### src/rtl/core/relpat_pkg.sv
// ---------------------------------------------------------------------------
// relpat_pkg
// Types, relocation type numbers and the type decoder for the patcher.
// ---------------------------------------------------------------------------
package relpat_pkg;

	// AArch64 ELF relocation type numbers
	localparam logic [31:0] R_ABS64     = 32'd257;
	localparam logic [31:0] R_ABS32     = 32'd258;
	localparam logic [31:0] R_ABS16     = 32'd259;
	localparam logic [31:0] R_PREL64    = 32'd260;
	localparam logic [31:0] R_PREL32    = 32'd261;
	localparam logic [31:0] R_PREL16    = 32'd262;
	localparam logic [31:0] R_ADR_PG    = 32'd275;
	localparam logic [31:0] R_ADD_LO12  = 32'd277;
	localparam logic [31:0] R_JUMP26    = 32'd282;
	localparam logic [31:0] R_CALL26    = 32'd283;
	localparam logic [31:0] R_JUMP_SLOT = 32'd1026;
	localparam logic [31:0] R_RELATIVE  = 32'd1027;

	// Store sizes
	localparam logic [3:0] BYTES_NONE = 4'd0;
	localparam logic [3:0] BYTES_HALF = 4'd2;
	localparam logic [3:0] BYTES_WORD = 4'd4;
	localparam logic [3:0] BYTES_DBL  = 4'd8;

	// Instruction field masks (bits kept from the old word)
	localparam logic [31:0] IMM26_KEEP = 32'hFC00_0000;
	localparam logic [31:0] ADR_KEEP   = 32'h9F00_001F;
	localparam logic [31:0] ADD_KEEP   = 32'hFFC0_03FF;

	// Decoded relocation class
	typedef enum logic [3:0] {
		CLS_ABS64,
		CLS_ABS32,
		CLS_ABS16,
		CLS_PREL64,
		CLS_PREL32,
		CLS_PREL16,
		CLS_BRANCH26,
		CLS_ADR_PG,
		CLS_ADD_LO12,
		CLS_BAD
	} rel_cls_t;

	function automatic rel_cls_t decode_type(input logic [31:0] mode);
		rel_cls_t cls;
		unique case (mode) inside
			R_ABS64, R_JUMP_SLOT, R_RELATIVE: cls = CLS_ABS64;
			R_ABS32:                          cls = CLS_ABS32;
			R_ABS16:                          cls = CLS_ABS16;
			R_PREL64:                         cls = CLS_PREL64;
			R_PREL32:                         cls = CLS_PREL32;
			R_PREL16:                         cls = CLS_PREL16;
			R_JUMP26, R_CALL26:               cls = CLS_BRANCH26;
			R_ADR_PG:                         cls = CLS_ADR_PG;
			R_ADD_LO12:                       cls = CLS_ADD_LO12;
			default:                          cls = CLS_BAD;
		endcase
		return cls;
	endfunction

endpackage

### src/rtl/core/relpat_if.sv
// ---------------------------------------------------------------------------
// relpat_if
// Valid/ready channels for relocation entries and patch results.
// ---------------------------------------------------------------------------
interface relpat_reloc_if;
	logic               valid;
	logic               ready;
	logic        [31:0] mode;
	logic        [63:0] symbol_value;
	logic        [63:0] place_offset;
	logic signed [63:0] addend;
	logic        [31:0] old_word;

	modport source (output valid, mode, symbol_value, place_offset, addend, old_word,
		input ready);
	modport sink (input valid, mode, symbol_value, place_offset, addend, old_word,
		output ready);
endinterface

interface relpat_patch_if;
	logic        valid;
	logic        ready;
	logic [63:0] store_value;
	logic  [3:0] store_bytes;
	logic        unhandled;

	modport source (output valid, store_value, store_bytes, unhandled, input ready);
	modport sink (input valid, store_value, store_bytes, unhandled, output ready);
endinterface

### src/rtl/core/relpat_prep.sv
// ---------------------------------------------------------------------------
// relpat_prep
// Front half of the compute path: S+A, place address and relocation type decode.
// ---------------------------------------------------------------------------
module relpat_prep (
	input  logic               [31:0] mode,
	input  logic               [63:0] symbol_value,
	input  logic               [63:0] place_offset,
	input  logic signed        [63:0] addend,
	input  logic               [63:0] load_base,
	output relpat_pkg::rel_cls_t      cls,
	output logic               [63:0] sa,
	output logic               [63:0] place
);
	import relpat_pkg::*;

	// Two independent 64-bit adds, modulo 2^64
	assign sa    = symbol_value + $unsigned(addend);
	assign place = load_base + place_offset;
	assign cls   = decode_type(mode);

endmodule

### src/rtl/core/relpat_fmt.sv
// ---------------------------------------------------------------------------
// relpat_fmt
// Back half of the compute path: PC-relative delta and store value formatting.
// ---------------------------------------------------------------------------
module relpat_fmt (
	input  relpat_pkg::rel_cls_t      cls,
	input  logic               [63:0] sa,
	input  logic               [63:0] place,
	input  logic               [31:0] old_word,
	output logic               [63:0] store_value,
	output logic                [3:0] store_bytes,
	output logic                      unhandled
);
	import relpat_pkg::*;

	logic [63:0] rel;
	logic [20:0] imm21;
	logic [31:0] br_word;
	logic [31:0] adr_word;
	logic [31:0] add_word;

	// S+A-P, and the page delta bits 32:12 (low page bits cannot borrow)
	assign rel   = sa - place;
	assign imm21 = sa[32:12] - place[32:12];

	// Instruction field inserts
	assign br_word  = (old_word & IMM26_KEEP) | {6'd0, rel[27:2]};
	assign adr_word = (old_word & ADR_KEEP) | {1'b0, imm21[1:0], 5'd0, imm21[20:2], 5'd0};
	assign add_word = (old_word & ADD_KEEP) | {10'd0, sa[11:0], 10'd0};

	// Result select
	always_comb begin
		store_value = '0;
		store_bytes = BYTES_NONE;
		unhandled   = 1'b0;
		case (cls)
			CLS_ABS64: begin
				store_value = sa;
				store_bytes = BYTES_DBL;
			end
			CLS_ABS32: begin
				store_value = {32'd0, sa[31:0]};
				store_bytes = BYTES_WORD;
			end
			CLS_ABS16: begin
				store_value = {48'd0, sa[15:0]};
				store_bytes = BYTES_HALF;
			end
			CLS_PREL64: begin
				store_value = rel;
				store_bytes = BYTES_DBL;
			end
			CLS_PREL32: begin
				store_value = {32'd0, rel[31:0]};
				store_bytes = BYTES_WORD;
			end
			CLS_PREL16: begin
				store_value = {48'd0, rel[15:0]};
				store_bytes = BYTES_HALF;
			end
			CLS_BRANCH26: begin
				store_value = {32'd0, br_word};
				store_bytes = BYTES_WORD;
			end
			CLS_ADR_PG: begin
				store_value = {32'd0, adr_word};
				store_bytes = BYTES_WORD;
			end
			CLS_ADD_LO12: begin
				store_value = {32'd0, add_word};
				store_bytes = BYTES_WORD;
			end
			default: begin
				unhandled = 1'b1;
			end
		endcase
	end

endmodule

### src/rtl/core/aarch64_relocation_patcher.sv
// ---------------------------------------------------------------------------
// aarch64_relocation_patcher
// Applies one AArch64 ELF relocation per transaction.
//
//   channel    dir   payload
//   reloc      in    mode, symbol_value, place_offset, addend, old_word
//   patch      out   store_value, store_bytes, unhandled
//   load_base  in    load_base_we, load_base_wdata (write only)
//
// Two register stages: input capture, then formatted result; sum, place,
// decode and formatting sit between them. One transaction per cycle while
// patch.ready holds; patch.valid rises when the result register loads. Each
// stage advances when the next is empty or moving; a sink stall holds two
// transactions before reloc.ready drops. arst_n clears the valids and load_base.
// ---------------------------------------------------------------------------
module aarch64_relocation_patcher (
	input  logic           clk,
	input  logic           arst_n,
	input  logic           load_base_we,
	input  logic    [63:0] load_base_wdata,
	relpat_reloc_if.sink   reloc,
	relpat_patch_if.source patch
);
	import relpat_pkg::*;

	logic [63:0] load_base_q;

	logic               v_s1, v_s2;
	logic               en_s1, en_s2;
	logic        [31:0] mode_s1;
	logic        [63:0] sym_s1;
	logic        [63:0] off_s1;
	logic signed [63:0] addend_s1;
	logic        [31:0] word_s1;

	logic [63:0] value_s2;
	logic  [3:0] bytes_s2;
	logic        bad_s2;

	rel_cls_t    cls_c;
	logic [63:0] sa_c;
	logic [63:0] place_c;
	logic [63:0] value_c;
	logic  [3:0] bytes_c;
	logic        bad_c;

	// Configuration register
	always_ff @(posedge clk or negedge arst_n) begin
		if (!arst_n) begin
			load_base_q <= '0;
		end else if (load_base_we) begin
			load_base_q <= load_base_wdata;
		end
	end

	// Stage enables, back to front
	assign en_s2       = !v_s2 || patch.ready;
	assign en_s1       = !v_s1 || en_s2;
	assign reloc.ready = en_s1;

	// Valid bits
	always_ff @(posedge clk or negedge arst_n) begin
		if (!arst_n) begin
			v_s1 <= 1'b0;
			v_s2 <= 1'b0;
		end else begin
			if (en_s1) v_s1 <= reloc.valid;
			if (en_s2) v_s2 <= v_s1;
		end
	end

	// Input capture
	always_ff @(posedge clk) begin
		if (en_s1 && reloc.valid) begin
			mode_s1   <= reloc.mode;
			sym_s1    <= reloc.symbol_value;
			off_s1    <= reloc.place_offset;
			addend_s1 <= reloc.addend;
			word_s1   <= reloc.old_word;
		end
	end

	relpat_prep u_prep (
		.mode         (mode_s1),
		.symbol_value (sym_s1),
		.place_offset (off_s1),
		.addend       (addend_s1),
		.load_base    (load_base_q),
		.cls          (cls_c),
		.sa           (sa_c),
		.place        (place_c)
	);

	relpat_fmt u_fmt (
		.cls         (cls_c),
		.sa          (sa_c),
		.place       (place_c),
		.old_word    (word_s1),
		.store_value (value_c),
		.store_bytes (bytes_c),
		.unhandled   (bad_c)
	);

	// Result register
	always_ff @(posedge clk) begin
		if (en_s2 && v_s1) begin
			value_s2 <= value_c;
			bytes_s2 <= bytes_c;
			bad_s2   <= bad_c;
		end
	end

	assign patch.valid       = v_s2;
	assign patch.store_value = value_s2;
	assign patch.store_bytes = bytes_s2;
	assign patch.unhandled   = bad_s2;

endmodule

### src/flat_wrapper.sv
// flat-port wrapper written by rule: the top's interface ports become plain ports
module aarch64_relocation_patcher_flat import relpat_pkg::*;
  (clk, arst_n, load_base_we, load_base_wdata, reloc_valid, reloc_mode, reloc_symbol_value, reloc_place_offset, reloc_addend, reloc_old_word, reloc_ready, patch_valid, patch_store_value, patch_store_bytes, patch_unhandled, patch_ready);
  relpat_reloc_if reloc_i ();
  relpat_patch_if patch_i ();
  input  logic clk;
  input  logic arst_n;
  input  logic load_base_we;
  input  logic    [63:0] load_base_wdata;
  input wire logic [$bits(reloc_i.valid)-1:0] reloc_valid;
  input wire logic [$bits(reloc_i.mode)-1:0] reloc_mode;
  input wire logic [$bits(reloc_i.symbol_value)-1:0] reloc_symbol_value;
  input wire logic [$bits(reloc_i.place_offset)-1:0] reloc_place_offset;
  input wire logic [$bits(reloc_i.addend)-1:0] reloc_addend;
  input wire logic [$bits(reloc_i.old_word)-1:0] reloc_old_word;
  output wire logic [$bits(reloc_i.ready)-1:0] reloc_ready;
  output wire logic [$bits(patch_i.valid)-1:0] patch_valid;
  output wire logic [$bits(patch_i.store_value)-1:0] patch_store_value;
  output wire logic [$bits(patch_i.store_bytes)-1:0] patch_store_bytes;
  output wire logic [$bits(patch_i.unhandled)-1:0] patch_unhandled;
  input wire logic [$bits(patch_i.ready)-1:0] patch_ready;
  assign reloc_i.valid = reloc_valid;
  assign reloc_i.mode = reloc_mode;
  assign reloc_i.symbol_value = reloc_symbol_value;
  assign reloc_i.place_offset = reloc_place_offset;
  assign reloc_i.addend = reloc_addend;
  assign reloc_i.old_word = reloc_old_word;
  assign reloc_ready = reloc_i.ready;
  assign patch_valid = patch_i.valid;
  assign patch_store_value = patch_i.store_value;
  assign patch_store_bytes = patch_i.store_bytes;
  assign patch_unhandled = patch_i.unhandled;
  assign patch_i.ready = patch_ready;
  aarch64_relocation_patcher u_core (.clk(clk), .arst_n(arst_n), .load_base_we(load_base_we), .load_base_wdata(load_base_wdata), .reloc(reloc_i), .patch(patch_i));
endmodule
### config.mk
export PLATFORM = sky130hd
export DESIGN_NAME = aarch64_relocation_patcher_flat
export DESIGN_NICKNAME = d
export VERILOG_FILES = /design/src/rtl/core/relpat_pkg.sv /design/src/rtl/core/relpat_if.sv /design/src/rtl/core/relpat_prep.sv /design/src/rtl/core/relpat_fmt.sv /design/src/rtl/core/aarch64_relocation_patcher.sv /design/src/flat_wrapper.sv
export SDC_FILE = /design/constraint.sdc
export NUM_CORES = 1
export LEC_CHECK = 0
export BUFFER_PORTS_ARGS = -buffer_cell sky130_fd_sc_hd__buf_2
export CAP_MARGIN = 15
export CORE_AREA = 2 2 160 280
export DETAILED_ROUTE_END_ITERATION = 8
export DIE_AREA = 0 0 162 282
export GPL_ROUTABILITY_DRIVEN = 0
export HOLD_SLACK_MARGIN = 0.15
export PLACE_DENSITY = 0.9
export SYNTH_ARGS = -nofsm -noshare
export SYNTH_HDL_FRONTEND = slang
export SYNTH_SLANG_ARGS = --single-unit
export TNS_END_PERCENT = 20
### constraint.sdc
create_clock -name clk -period 8.2 [get_ports clk]
set_input_delay 1.64 -clock clk [delete_from_list [all_inputs] [get_ports clk]]
set_output_delay 1.64 -clock clk [all_outputs]
set_load 0.01 [all_outputs]
# --- Word level (Yosys, flattened, before mapping) ---
# Cells that the tools add are included.
word_totals:
  regBits: 391
  latchBits: 0
  ramBits: 0
  romBits: 0
  input_bits: 325
  output_inout_bits: 71
  wordCells: 55
  mem_count: 0
op_classes:
  n_addsub: 4
  mul: 0
  div: 0
  magnitude_cmp: 0
  eq_ne: 20
  shifts: 0
  mux: 4
  bitwise: 3
  n_reduce_logical: 13
op_table:
  columns: ["cell", "count"]
  rows:
  - ["one-hot mux 64 bit (9 select lines)", 1]
  - ["equality test 32 x 9 -> 1 bit, second input constant", 10]
  - ["adder 64 bit", 2]
  - ["equality test 32 x 11 -> 1 bit, second input constant", 2]
  - ["subtractor 64 bit", 1]
  - ["one-hot mux 4 bit (9 select lines)", 1]
  - ["bitwise OR 32 x 22 -> 32 bit", 1]
  - ["bitwise OR 32 x 26 -> 32 bit", 1]
  - ["bitwise OR 32 x 31 -> 32 bit", 1]
  - ["subtractor 21 bit", 1]
  - ["equality test 4 x 3 -> 1 bit, second input constant", 4]
  - ["one-hot mux 4 bit (3 select lines)", 1]
  - ["OR reduction 9 bit", 1]
  - ["equality test 4 x 2 -> 1 bit, second input constant", 2]
  - ["OR reduction 2 bit", 3]
  - ["OR reduction 5 bit", 1]
  - ["equality test 4 x 1 -> 1 bit, second input constant", 1]
  - ["equality test 4 bit, second input constant", 1]
  - ["logical NOT 4 bit", 1]
  - ["OR reduction 3 bit", 1]
  - ["logical AND 1 bit", 2]
  - ["logical NOT 1 bit", 2]
  - ["logical OR 1 bit", 2]
  - ["2-to-1 mux 1 bit", 1]

# --- Depth between registers and ports, before layout ---
depth:
  depth_word: 6
  depth_mapped: 25
  ltp_nobuf: 24

# --- By module ---
# A second synthesis with hierarchy kept.
unflattened:
  cells_unflattened: 2452
  hier_area_um2: 25748.4
by_module_without_submodules:
  columns: ["mod", "n_inst", "cells_per_inst", "area_each_um2", "seq_area_each_um2"]
  rows:
  - ["aarch64_relocation_patcher", 1, 468, 12527.0, 11410.9]
  - ["relpat_prep", 1, 1110, 7629.8, 0.0]
  - ["relpat_fmt", 1, 874, 5591.6, 0.0]

# --- Least setup slack after synthesis ---
# OpenSTA, ideal clock, no wires.
synth_timing:
  path_kind: "input -> register"
  start: "input patch_ready"
  end: "register u_core.addend_s1[0] (enable)"
  setup_time_ns: 0.636
  t_arrival_ns: 7.410
  required_time_ns: 7.564
  slack_ns: 0.154
  stages: 2
  path_buffers: 0
  path_cell_list: "nand3b_1 and2_1"
synth_between:
  elab_chain_len: 3
synth_rtl:
  columns: ["element", "line", "rtl"]
  rows:
  - ["start: declaration", "flat_wrapper.sv:21", "input wire logic [$bits(patch_i.ready)-1:0] patch_ready;"]
  - ["logical OR 1 bit", "aarch64_relocation_patcher.sv:57", "assign en_s2 = !v_s2 || patch.ready;"]
  - ["logical OR 1 bit", "aarch64_relocation_patcher.sv:58", "assign en_s1 = !v_s1 || en_s2;"]
  - ["logical AND 1 bit", "aarch64_relocation_patcher.sv:74", "if (en_s1 && reloc.valid) begin"]
  - ["end signal: assignment", "aarch64_relocation_patcher.sv:78", "addend_s1 <= reloc.addend;"]
  - ["end: declaration", "aarch64_relocation_patcher.sv:33", "logic signed [63:0] addend_s1;"]
# Every way passes these cells.
# A chain may end at the register's enable or synchronous reset.

# --- Worst setup path after layout ---
layout_timing:
  start: "register u_core.addend_s1[0]"
  end: "register u_core.value_s2[61] (netlist: u_core.patch.store_value[61]) (data pin)"
layout_between:
  elab_chain_len: 3
layout_rtl:
  columns: ["element", "line", "rtl"]
  rows:
  - ["adder 64 bit *", "relpat_prep.sv:18", "assign sa = symbol_value + $unsigned(addend);"]
  - ["subtractor 64 bit", "relpat_fmt.sv:23", "assign rel = sa - place;"]
  - ["one-hot mux 64 bit (9 select lines) *", "relpat_fmt.sv:36", "case (cls)"]
  - ["via u_core.u_fmt.store_value[61]", "relpat_fmt.sv:10", "output logic [63:0] store_value,"]
  - ["end signal: assignment", "aarch64_relocation_patcher.sv:107", "value_s2 <= value_c;"]
  - ["end: declaration", "aarch64_relocation_patcher.sv:36", "logic [63:0] value_s2;"]
# The timed path passes the listed nets; every way through them passes the cells marked *.

==> flow_metrics.py <==
metrics = {
    "clocking": {
        "clkTransAtPathRegs_ns": 0.06,
        "ctsLongestPathBuffers": 3,
        "cts_resized": 0,
        "tritoncts": "yes",
        "cts_hold_buf": 0,
        "postCtsSetupBuffers": 0,
        "cts_sinks": 378,
        "cts-buffers-inserted": 37,
        "htree_levels": 2,
        "clk_latency_ns": 0.56,
        "root_buffer": "clkbuf_16",
    },
    "worst_setup_path": {
        "cp_max_fo": 7,
        "critical_path_class": "reg -> reg",
        "cp_data_required_time_ns": 8.47,
        "cp.arrival_ns": 6.87,
        "end_kind": "flip-flop",
        "cp-start-kind": "flip-flop",
    },
    "logic_synthesis": {
        "synth_nets": 2931,
        "yosysWarnings": 0,
        "ys_top_cells_by_area": "edfxtp_1, ha_1, dfrtp_1",
        "synth_fa_ha_area_frac": 0.0985,
        "yosysTopAreaCellShare": 0.375,
        "synth_xor_area_frac": 0.0697,
        "synthMuxAreaShare": 0.0296,
        "seq_area_frac_synth": 0.442,
        "synth_edf_count": 312,
        "synth_top_area_cell": "edfxtp_1",
        "synthSimpleGateAreaFrac": 0.112,
        "ys_ff_latch": 378,
        "synth-main-ff-cell": "edfxtp_1",
        "synth-compound-area-share": 0.219,
        "syn_area_per_cell_sq_um": 10.3,
        "synth_top_family_by_area": "compound AO/OA/AOI/OAI gates",
        "syn-instance-count": 2412,
        "syn_area_sq_um": 25000,
        "async_flop_share": 0.175,
        "synth_cell_types": 91,
    },
    "power_and_ir_drop": {
        "pwr-share-comb": 0.465,
        "p_per_area_nw_per_um2": 271,
        "pwr-share-seq": 0.297,
        "ir_drop_mv": 0.238,
        "p_clk_frac": 0.238,
        "internal-power_mw": 4.62,
        "sw_frac_of_total": 0.403,
        "leakage_nw": 12.1,
        "p_sw_mw": 3.12,
    },
    "floorplan": {
        "die_x_um": 162,
        "coreArea_sq_um": 43200,
        "ios": 396,
        "die_height_um": 282,
        "start_util": 0.578,
        "die_area_sq_um": 45700,
        "core.rowCount": 101,
    },
    "grt": {
        "gr-total-overflow": 0,
        "grt_first_pass_wirelength_um": 118000,
        "grt_max_degree": 93,
        "antenna_found_initial": 15,
        "grtUsageTotal": 0.338,
        "grt_pass1_vias": 22014,
    },
    "sta": {
        "max_freq_ghz": 0.152,
        "rsz0062_at_grt": "no",
        "setup_tns_ns": 0,
        "timing_worst_slew_pin_value_ns": 1.12,
        "slew_headroom": 0.248,
        "period_share": 0.804,
        "setup_viol": 0,
        "min_period_ns": 6.59,
        "drv_slew": 0,
        "hold_viol": 0,
        "clock-skew-final_ns": 0.0386,
    },
    "routing": {
        "routed_wl_um": 78500,
        "num_vias": 21882,
        "drc": 4,
        "postRouteAntennaNets": 0,
        "viasPerCell": 6.55,
        "routedWlPerCell_um": 23.5,
        "dr.pass1.iters": 9,
        "first_iter_violations": 2481,
    },
    "job": {
        "drv_cap": 0,
    },
    "place": {
        "hpwl_um": 58900,
        "dpl_cell_area_sq_um": 27200,
        "port_buffers": 382,
    },
    "cells_and_area": {
        "num-nets-final": 3252,
        "syn_to_final_growth_pct": 14.5,
        "fill_cells": 3218,
        "drive_gt1_frac": 0.201,
        "finalInstanceArea_sq_um": 28600,
    },
    "worst_hold_path": {
        "hp-class": "reg -> reg",
    },
    "run_status": {
        "status": "finished with violations",
        "violations": "DRC",
    },
}
-- placed cells by master (no fill, tap or decap), drive strengths merged, types with 20 or more instances in the layout --
cell type    n
buf        391
a21oi      237
dfrtp       66
o21ai      137
o21bai      46
and3        21
a21o       132
a22o        23
xor2        66
and2        28
nand3       56
a31oi       35
edfxtp     312
xnor2      130
inv         84
ha         190
mux2        63
clkbuf      44
nand4       55
nor2b       20
nor2        95
nor3        30
nand2      199
-- through the flow --
step | cells | hold WS, ns | total power [mW] | setup WS (ns) | utilization
2_1_floorplan | 2412 | 0.449 | 4.84 | 0.154 | -
3_3_place_gp | 3260 | 0.464 | 5.63 | 2.08 | 0.630
3_5_place_dp | 3260 | 0.497 | 5.75 | 1.90 | 0.630
4_1_cts | 3328 | 0.512 | 7.60 | 1.84 | 0.660
5_1_grt | 3341 | 0.534 | 8.08 | 1.25 | 0.661
6_report | 3341 | 0.510 | 7.74 | 1.61 | 0.661
-- cells in the mapped netlist, types with 5 or more instances --
| master | n |
|---|---|
| a221o_1 | 18 |
| o21a_1 | 18 |
| a221oi_1 | 7 |
| clkbuf_1 | 104 |
| a21o_1 | 131 |
| nor4_1 | 12 |
| a41oi_1 | 7 |
| xor2_1 | 66 |
| or2_2 | 8 |
| o31ai_1 | 14 |
| o21bai_1 | 46 |
| a31oi_1 | 35 |
| and2_1 | 25 |
| nor3_1 | 29 |
| o31a_1 | 7 |
| nand4_1 | 55 |
| nand3_1 | 56 |
| a22o_1 | 23 |
| ha_1 | 190 |
| o21ai_0 | 134 |
| a211o_1 | 6 |
| edfxtp_1 | 312 |
| nand2_1 | 199 |
| nor2_1 | 95 |
| o22ai_1 | 10 |
| nor2b_1 | 20 |
| and3_1 | 21 |
| a22oi_1 | 9 |
| o221ai_1 | 13 |
| a21boi_0 | 5 |
| inv_1 | 82 |
| a211oi_1 | 8 |
| or3_1 | 7 |
| o211ai_1 | 14 |
| nand2b_1 | 19 |
| a31o_2 | 5 |
| xnor2_1 | 130 |
| a222oi_1 | 15 |
| a21oi_1 | 236 |
| dfrtp_1 | 66 |
| mux2_2 | 63 |
-- metal layers --
layer  global-route usage  vias up  wire [um]
li1                     -     9842          -
met1                0.337    10211      24400
met2                0.603     1386      40000
met3               0.0616      439       6550
met4                0.284        4       7520
met5                    0        -         30
-- final cells by class --
class	count	area, sq um	share of cell area
tap	566	708	0.0248
clock inverter	24	283	0.00990
multi-input combinational	1843	13200	0.462
antenna	13	32.5	0.00114
clock buffer	44	1020	0.0359
sequential	378	11000	0.386
timing repair buffer	391	1980	0.0693
inverter	82	308	0.0108
-- path summary, 6_finish.rpt --
check	to	cells past startpoint	startpoint	slack (ns)
min in group asynchronous	u_core.load_base_q[49]	2	arst_n	1.30
min	u_core.patch.valid	1	u_core.v_s1	0.51
max	u_core.patch.store_value[61]	22	u_core.addend_s1[0]	1.61
max reg2reg	u_core.patch.store_value[61]	22	u_core.addend_s1[0]	1.61
min reg2reg	u_core.patch.valid	1	u_core.v_s1	0.51
max in group asynchronous	u_core.load_base_q[6]	2	arst_n	6.31
-- sequential cells by signal, summed over array words and instances, names as in the netlist --
name,count
u_core.addend_s1,64
u_core.load_base_q,64
u_core.mode_s1,32
u_core.off_s1,64
u_core.patch.store_bytes,3
u_core.patch.store_value,64
u_core.patch.unhandled,1
u_core.patch.valid,1
u_core.sym_s1,64
u_core.v_s1,1
u_core.word_s1,20
-- critical path: stages, from the launching register on --
cell	delay, ns
edfxtp_1	0.39
ha_1	0.25
inv_1	0.09
fa_1	0.21
nor2b_1	0.08
o31ai_1	0.27
a21oi_1	0.14
o21ai_0	0.57
o211ai_1	0.27
a41oi_1	0.52
o21a_1	0.24
o21ai_0	0.12
xor2_1	0.31
ha_1	0.39
and3_1	0.26
nand2_1	0.06
o21ai_0	0.16
a211oi_1	0.48
o31a_2	0.32
nor3_1	0.08
nor3_1	0.58
mux2i_1	0.19
a221o_1	0.35
-- kinds of logic after synthesis --
kind of cell               Yosys count
DFF                                378
buffers and inverters              191
xor gates and xnor gates           197
and+or+nand+nor                    572
muxes                               66
other                                1
AOI/OAI and AO/OA                  813
adders and majority gates          194
-- power by group through the flow --
| stage | logic (mW) | registers (mW) | clock network, mW |
|---|---|---|---|
| 6_report | 3.60 | 2.30 | 1.84 |
| 5_1_grt | 3.85 | 2.31 | 1.92 |
| 4_1_cts | 3.44 | 2.30 | 1.86 |
| 3_5_place_dp | 3.41 | 2.34 | 0 |
| 3_3_place_gp | 3.30 | 2.33 | 0 |
| 2_1_floorplan | 2.50 | 2.34 | 0 |
(Power assumes the default switching activity.)
